--- config.mk ---
export PLATFORM = sky130hd
export DESIGN_NAME = dvc_epoch_ctrl
export DESIGN_NICKNAME = d
export VERILOG_FILES = /design/src/hdl/dvc_pkg.sv /design/src/hdl/dvc_epoch_ctrl.sv
export SDC_FILE = /design/constraint.sdc
export NUM_CORES = 1
export LEC_CHECK = 0
export BUFFER_PORTS_ARGS = -buffer_cell sky130_fd_sc_hd__buf_2
export CAP_MARGIN = 5
export CORE_ASPECT_RATIO = 0.9
export CORE_MARGIN = 4
export CORE_UTILIZATION = 57
export DETAILED_ROUTE_END_ITERATION = 7
export PLACE_DENSITY = 0.82
export RECOVER_POWER = 25
export SYNTH_ARGS = -nofsm -noshare
export SYNTH_HDL_FRONTEND = slang
export SYNTH_SLANG_ARGS = --single-unit
--- constraint.sdc ---
create_clock -name clk -period 4.7 [get_ports clk]
set_input_delay 0.705 -clock clk [delete_from_list [all_inputs] [get_ports clk]]
set_output_delay 0.705 -clock clk [all_outputs]
set_load 0.01 [all_outputs]
--- src/hdl/dvc_pkg.sv ---
// Package for the distinct value counter: item types, control struct,
// controller states and fixed widths. No dependencies.
`default_nettype none
package dvc_pkg;

	localparam int unsigned VALUE_W        = 16;
	localparam int unsigned TOTAL_W        = 17;
	localparam int unsigned EPOCH_W        = 8;
	localparam int unsigned HALF_RANGE_DEF = 32768;

	typedef struct packed {
		logic signed [VALUE_W-1:0] sample_value;
		logic                      end_of_run;
	} in_item_t;

	typedef struct packed {
		logic signed [VALUE_W-1:0] echo_value;
		logic                      first_seen;
		logic [TOTAL_W-1:0]        distinct_total;
		logic                      run_done;
	} out_item_t;

	typedef enum logic [0:0] {
		ST_CLEAR,
		ST_RUN
	} ctrl_state_t;

	typedef struct packed {
		logic               busy;
		logic               clr_we;
		logic [EPOCH_W-1:0] epoch;
	} ctrl_t;

endpackage
`default_nettype wire

--- src/hdl/dvc_epoch_ctrl.sv ---
// Epoch and clearing controller for the seen map: holds the current run tag
// and sweeps the memory to tag zero after reset and on tag wrap. Uses dvc_pkg.
`default_nettype none
module dvc_epoch_ctrl #(
	parameter int unsigned DEPTH  = 65536,
	parameter int unsigned ADDR_W = 16
) (
	input  wire logic              clk,
	input  wire logic              arst_n,
	input  wire logic              run_end,
	output dvc_pkg::ctrl_t         ctrl,
	output logic      [ADDR_W-1:0] clr_addr
);

	localparam logic [dvc_pkg::EPOCH_W-1:0] EPOCH_MAX = '1;
	localparam logic [dvc_pkg::EPOCH_W-1:0] EPOCH_ONE = dvc_pkg::EPOCH_W'(1);
	localparam logic [ADDR_W-1:0]           LAST_ADDR = ADDR_W'(DEPTH - 1);

	dvc_pkg::ctrl_state_t        state_q, state_nxt;
	logic [dvc_pkg::EPOCH_W-1:0] epoch_q;
	logic [ADDR_W-1:0]           clr_addr_q;
	logic                        sweep_done;

	assign sweep_done = (clr_addr_q == LAST_ADDR);

	always_comb begin
		state_nxt = state_q;
		unique case (state_q)
			dvc_pkg::ST_CLEAR: begin
				if (sweep_done) begin
					state_nxt = dvc_pkg::ST_RUN;
				end
			end
			dvc_pkg::ST_RUN: begin
				if (run_end && epoch_q == EPOCH_MAX) begin
					state_nxt = dvc_pkg::ST_CLEAR;
				end
			end
			default: state_nxt = dvc_pkg::ST_CLEAR;
		endcase
	end

	always_comb begin
		ctrl.busy   = 1'b0;
		ctrl.clr_we = 1'b0;
		ctrl.epoch  = epoch_q;
		unique case (state_q)
			dvc_pkg::ST_CLEAR: begin
				ctrl.busy   = 1'b1;
				ctrl.clr_we = 1'b1;
			end
			dvc_pkg::ST_RUN: begin
				ctrl.busy   = 1'b0;
				ctrl.clr_we = 1'b0;
			end
			default: begin
				ctrl.busy   = 1'b1;
				ctrl.clr_we = 1'b0;
			end
		endcase
	end

	always_ff @(posedge clk or negedge arst_n) begin
		if (!arst_n) begin
			state_q    <= dvc_pkg::ST_CLEAR;
			epoch_q    <= EPOCH_ONE;
			clr_addr_q <= '0;
		end else begin
			state_q <= state_nxt;
			if (state_q == dvc_pkg::ST_CLEAR) begin
				clr_addr_q <= sweep_done ? '0 : clr_addr_q + ADDR_W'(1);
				if (sweep_done) begin
					epoch_q <= EPOCH_ONE;
				end
			end else if (run_end && epoch_q != EPOCH_MAX) begin
				epoch_q <= epoch_q + EPOCH_ONE;
			end
		end
	end

	assign clr_addr = clr_addr_q;

	a_sweep_ends_at_one: assert property (@(posedge clk) disable iff (!arst_n)
		state_q == dvc_pkg::ST_CLEAR && sweep_done |=> epoch_q == EPOCH_ONE)
		else $error("epoch not restarted after sweep");

	a_no_end_in_clear: assert property (@(posedge clk) disable iff (!arst_n)
		state_q == dvc_pkg::ST_CLEAR |-> !run_end)
		else $error("run ended during sweep");

	a_epoch_nonzero: assert property (@(posedge clk) disable iff (!arst_n)
		epoch_q != '0)
		else $error("epoch reached the cleared tag");

endmodule
`default_nettype wire

==> flow_metrics.env, run 1 <==
export IMPL_pwr_share_clk=0.148
export IMPL_sequentialPowerShare=0.500
export IMPL_crit_required_ns=4.87
export IMPL_worstPathArrival_ns=2.28
export IMPL_r2r_slack_ns=2.59
export IMPL_grt_pass1_vias=1079
export IMPL_utilization=0.682
export IMPL_totalWireLength_mm=2.77
export IMPL_cts_setup_buffers=0
export IMPL_placed_cell_area_sq_um=1460
export IMPL_wire_per_inst_um=14.6
export IMPL_die_w_um=58.6
export IMPL_tns_ns=0
export IMPL_yosys_most_used_dff="dfrtp_1"
export IMPL_synth_most_common_cell="dfrtp_1"
export IMPL_area_growth_pct=13.1
export IMPL_cp_slowest_cell="or4_4"
export IMPL_finalSetupViolations=0
export IMPL_internal_power_uw=395
export IMPL_hold_path_class="reg2reg"
export IMPL_ios=29
export IMPL_hold_ws_ns=0.547
export IMPL_tritoncts="done"
export IMPL_drc_errors=0
export IMPL_hold_path_cell_count=1
export IMPL_diodes=0
export IMPL_combPwrFrac=0.352
export IMPL_cp_cell_sequence="nand4_2 > or4_4 > nor3_2 > o21ai_0"
export IMPL_dp_hpwl_mm=2.06
export IMPL_grt_ovfl_total=0
export IMPL_synth_commonest_cells="dfrtp_1 (24), nand2_1 (14), nor2_1 (12), o21ai_0 (10), nand3_1 (9)"
export IMPL_fin_crit_ns=2.11
export IMPL_first_pass_iters=4
export IMPL_h_tree_depth=1
export IMPL_yosysTopAreaCell="dfrtp_1"
export IMPL_fmax_ghz=0.474
export IMPL_core_area_sq_um=2180
export IMPL_min_period_over_period=0.449
export IMPL_rsz0062_at_grt="no"
export IMPL_root_buffer="clkbuf_4"
export IMPL_regToRegStartpoint="clr_addr[10]"
export IMPL_async_reset_ff_frac=1.00
export IMPL_ys_seq_area_frac=0.477
export IMPL_avgSynthCellArea_sq_um=9.81
export IMPL_insertion_delay_ns=0.31
export IMPL_syn_nets=139
export IMPL_fin_skew_ns=0.00208
export IMPL_finalHoldViolations=0
export IMPL_hp_start="clr_addr[12]"
export IMPL_timing_final_max_slew_violations=0
export IMPL_place_port_buffers=28
export IMPL_cellPowerDensity_nw_per_um2=431
export IMPL_clk_path_buf_depth=2
export IMPL_worst_slew_pin_slew_ns=1.31
export IMPL_r2r_end="epoch_q[3]"
export IMPL_hold_end="clr_addr[12]"
export IMPL_ys_types=39
export IMPL_slew_headroom=0.127
export IMPL_num_vias=1122
export IMPL_layout_nets=169
export IMPL_grt_pass1_wl_mm=4.89
export IMPL_viasPerCell=5.91
export IMPL_netlist_area_leader_share=0.457
export IMPL_status="finished clean"
export IMPL_grt_total_usage=0.200
export IMPL_post_cts_resized=0
export IMPL_synth_edf_count=0
export IMPL_chipHeight_um=53.6
export IMPL_synth_area_sq_um=1320
export IMPL_crit_path_max_fanout=10
export IMPL_reg2regPathDepth=4
export IMPL_die_area_sq_um=3140
export IMPL_p_leak_uw=0.000720
export IMPL_postCtsHoldBufs=0
export IMPL_cts_made_buffers=3
export IMPL_drtIter0Drc=36
export IMPL_cp_end_kind="flip-flop"
export IMPL_grt_max_degree=26
export IMPL_cpPeakStageDelay_ns=0.57
export IMPL_clock_sinks=25
export IMPL_max_cap_violations=0
export IMPL_cp_start_kind="flip-flop"
export IMPL_switching_share=0.384
export IMPL_start_util=0.603
export IMPL_netlist_instances=134
export IMPL_critical_path_class="reg2reg"
export IMPL_vdd_drop_max_mv=0.433
export IMPL_drive_gt1_frac=0.258
export IMPL_fp_row_count=16
export IMPL_clkTransAtPathRegs_ns=0.13
export IMPL_p_switching_uw=246
export IMPL_antenna_left=0
export IMPL_finalInstanceArea_sq_um=1490
export IMPL_place_gp_congestion=0.817
export IMPL_grt_antenna_before_repair=0
export IMPL_yosys_warnings=0
export IMPL_ys_ff_latch=25
export IMPL_synth_area_leaders="dfrtp_1 (46%), xnor2_1 (5.3%), nand2_1 (4.0%)"
## layout by cell type, fill, tap and decap left out, types with 3 or more instances in the layout
master     n
xnor2_1    8
inv_1      6
nand3_1    9
a21oi_1    3
nor4_1     4
nand2_1   14
dfrtp_1   24
nor3_1     4
xor2_1     5
nor2_1    12
o21ai_0   10
clkbuf_4   3
buf_2     27
## power groups by stage
stage,logic (uW),registers [uW],clock network (uW)
final,226,321,95.2
after floorplan,159,324,0
after detailed placement,227,324,0
after global placement,217,321,0
after global routing,260,330,108
after CTS,228,319,97.4
## worst max-delay path, delay by kind of cell, from the launching register on
kind	cells	cell delay, ns
compound gates	1	0.21
flops	1	0.48
simple gates	3	1.28
## per-stage QoR
step                setup slack (ns)  instances  power (uW)
finish                          2.59        190         642
detailed placement              2.63        186         550
CTS                             2.61        190         644
floorplan                       2.81        134         483
global route                    2.45        190         698
global placement                2.66        186         537
## routing by layer
metal  routed length (um)  GRT usage  vias to the layer above
met2                 1290      0.310                       30
met3                  156     0.0288                        2
met4                   12     0.0566                        0
met1                 1310      0.295                      546
met5                    0          0                        -
li1                     -          -                      544
## sequential cells by signal, indices dropped and copies added, names as in the netlist
name,count
epoch_q,8
state_q,1
clr_addr,16
## worst max path at each step
| stage | start | endpoint | slack (ns) | depth (start not counted) |
|---|---|---|---|---|
| after floorplan | clr_addr[10] | epoch_q[2] | 2.81 | 4 |
| after global placement | state_q | clr_addr[13] | 2.66 | 4 |
| after detailed placement | clr_addr[10] | epoch_q[1] | 2.63 | 4 |
| after CTS | clr_addr[10] | epoch_q[1] | 2.61 | 4 |
| after global routing | state_q | clr_addr[13] | 2.45 | 4 |
| final | clr_addr[10] | epoch_q[3] | 2.59 | 4 |
## layout make-up
cell class,count,area [sq um]
clock buffer,4,26.3
fill,172,694
inverter,6,22.5
multi-input combinational,100,639
sequential,25,627
tap,27,33.8
timing repair buffer,28,139
## cells by family after synthesis
logic type,synth area share
XOR/XNOR,0.0866
buffers and inverters,0.0371
AND/OR/NAND/NOR,0.248
flip-flops,0.477
multiplexers,0.0162
adder cells (fa/ha/maj),0.0190
AO/OA/AOI/OAI,0.116
No activity file was read; power rests on OpenSTA's default activity.
==> run 2, diff against run 1 <==
- CORE_UTILIZATION: 57 -> 48
- PLACE_DENSITY: 0.82 -> 0.74
- clock period: 4.7 -> 1.9 ns (I/O delays scaled with it)
==> run 2 against run 1 <==
Effect of this change:
- utilization fell by 4.2 points
- first-iteration DRC count rose by 50%
- design area rose by 8.8%
- die area rose by 16%
- routed wire length rose by 10%
- total power rose to 2.5 times the previous value
- final cell count rose by 9.5%
- combinational power rose to 2.7 times the previous value
- via count rose by 5.4%
- worst hold slack got worse by 0.25 ns
- non-clock buffer count rose by 17
==> flow_metrics.env, run 2 (same netlist as run 1, synthesis figures left out) <==
export IMPL_viasPerCell=5.69
export IMPL_layout_nets=186
export IMPL_drtIter0Drc=54
export IMPL_grt_max_degree=26
export IMPL_use_met3=0.0291
export IMPL_final_common_cell="buf_2"
export IMPL_fin_skew_ns=0.00454
export IMPL_root_buffer="clkbuf_4"
export IMPL_cellPowerDensity_nw_per_um2=995
export IMPL_h_tree_depth=1
export IMPL_slew_headroom=0.127
export IMPL_rsz0062_at_grt="yes"
export IMPL_worstPathArrival_ns=2.07
export IMPL_grt_ovfl_total=0
export IMPL_grtUsageMet2=0.262
export IMPL_worst_slew_pin_slew_ns=1.31
export IMPL_diodes=0
export IMPL_placed_cells=198
export IMPL_clock_sinks=25
export IMPL_post_cts_resized=0
export IMPL_place_port_buffers=28
export IMPL_core_area_sq_um=2530
export IMPL_crit_path_max_fanout=6
export IMPL_tritoncts="done"
export IMPL_cp_cell_sequence="nand4_2 > or4_4 > or3_4 > a32o_1"
export IMPL_largest_register_ff_count=16
export IMPL_final_cell_mix="buf_2 (27), dfrtp_1 (24), buf_4 (16)"
export IMPL_instances_no_fill=208
export IMPL_cp_end_kind="flip-flop"
export IMPL_vdd_drop_max_mv=0.705
export IMPL_totalWireLength_mm=3.06
export IMPL_fin_crit_ns=1.85
export IMPL_cp_slowest_cell="or4_4"
export IMPL_gr_max_usage_layer="met2"
export IMPL_grt_total_usage=0.171
export IMPL_max_cap_violations=0
export IMPL_clk_path_buf_depth=2
export IMPL_fp_row_count=17
export IMPL_status="finished clean"
export IMPL_dp_hpwl_mm=2.23
export IMPL_placed_cell_area_sq_um=1550
export IMPL_num_vias=1183
export IMPL_tns_ns=0
export IMPL_timing_final_max_slew_violations=0
export IMPL_die_w_um=63.2
export IMPL_use_met1=0.252
export IMPL_antenna_left=0
export IMPL_grt_antenna_before_repair=0
export IMPL_clkTransAtPathRegs_ns=0.13
export IMPL_path_delay_family="simple AND/OR/NAND/NOR gates"
export IMPL_fmax_ghz=0.541
export IMPL_cp_num_buf_inv=0
export IMPL_die_area_sq_um=3640
export IMPL_ios=29
export IMPL_first_pass_iters=4
export IMPL_grt_pass1_wl_mm=4.99
export IMPL_start_util=0.520
export IMPL_place_ws_ns=0.0639
export IMPL_hold_path_class="in2reg"
export IMPL_critical_path_class="reg2reg"
export IMPL_cts_made_buffers=3
export IMPL_cp_start_kind="flip-flop"
export IMPL_area_growth_pct=23.1
export IMPL_grt_pass1_vias=1026
export IMPL_wire_per_inst_um=14.7
export IMPL_finalHoldViolations=0
export IMPL_insertion_delay_ns=0.31
export IMPL_p_leak_uw=0.000805
export IMPL_place_gp_congestion=0.829
export IMPL_drc_errors=0
export IMPL_drive_gt1_frac=0.322
export IMPL_setup_ws_ns=0.0510
export IMPL_cpPeakStageDelay_ns=0.56
export IMPL_finalSetupViolations=0
export IMPL_min_period_over_period=0.973
export IMPL_total_power_uw=1610
export IMPL_chipHeight_um=57.7
export IMPL_finalInstanceArea_sq_um=1620
export IMPL_crit_required_ns=2.12
[run 2: changes by cell type in the layout (fill, tap and decap cells not counted)]
cell / change
buf_4: +16
dlygate4sd3_1: +1
[run 2: layout make-up]
class,instances,area [sq um]
Clock buffer,4,26.3
Inverter,6,22.5
Timing Repair Buffer,45,269
Tap cell,28,35.0
Sequential cell,25,627
Multi-Input combinational cell,100,639
Fill cell,218,912
[run 2: tightest hold or removal path, delay by kind of cell]
family / cells / cell delay, ns
and+or+nand+nor: 3 / 0.17
buffers and inverters: 1 / 0.12
[run 2: layer usage]
| metal | routed length [um] | vias to the layer above | share of wire |
|---|---|---|---|
| met5 | 0 | - | 0 |
| met4 | 37 | 0 | 0.012 |
| met3 | 154 | 4 | 0.050 |
| met2 | 1380 | 33 | 0.45 |
| met1 | 1490 | 566 | 0.49 |
| li1 | - | 580 | - |
[run 2: metrics by stage]
step | utilization | hold WS (ns)
after global routing | 0.640 | 0.319
after global placement | 0.611 | 0.296
after floorplan | - | -0.0106
after detailed placement | 0.611 | 0.304
after CTS | 0.625 | 0.288
final | 0.640 | 0.292
[run 2: power breakdown]
group / switching, uW / leakage, uW / internal, uW
Combinational: 336 / 0.000471 / 273
Clock: 155 / 0.0000150 / 82.0
Sequential: 125 / 0.000319 / 640
[run 2: path summary, 6_finish.rpt]
path                                    from          to  slack, ns  depth (start not counted)
worst max-delay path            clr_addr[13]  epoch_q[2]       0.05                          4
worst min-delay path                 run_end     state_q       0.29                          4
worst max register to register  clr_addr[13]  epoch_q[2]       0.05                          4
worst min register to register    epoch_q[0]  epoch_q[0]       0.58                          2
max in group asynchronous             arst_n  epoch_q[1]       0.37                          2
min in group asynchronous             arst_n  epoch_q[7]       0.77                          2
[run 2: what timing repair did]
item	in CTS	in global routing
endpoints found under the setup margin	0	2
hold buffers	1	0
buffers inserted	0	5
endpoints found under the hold margin	24	0
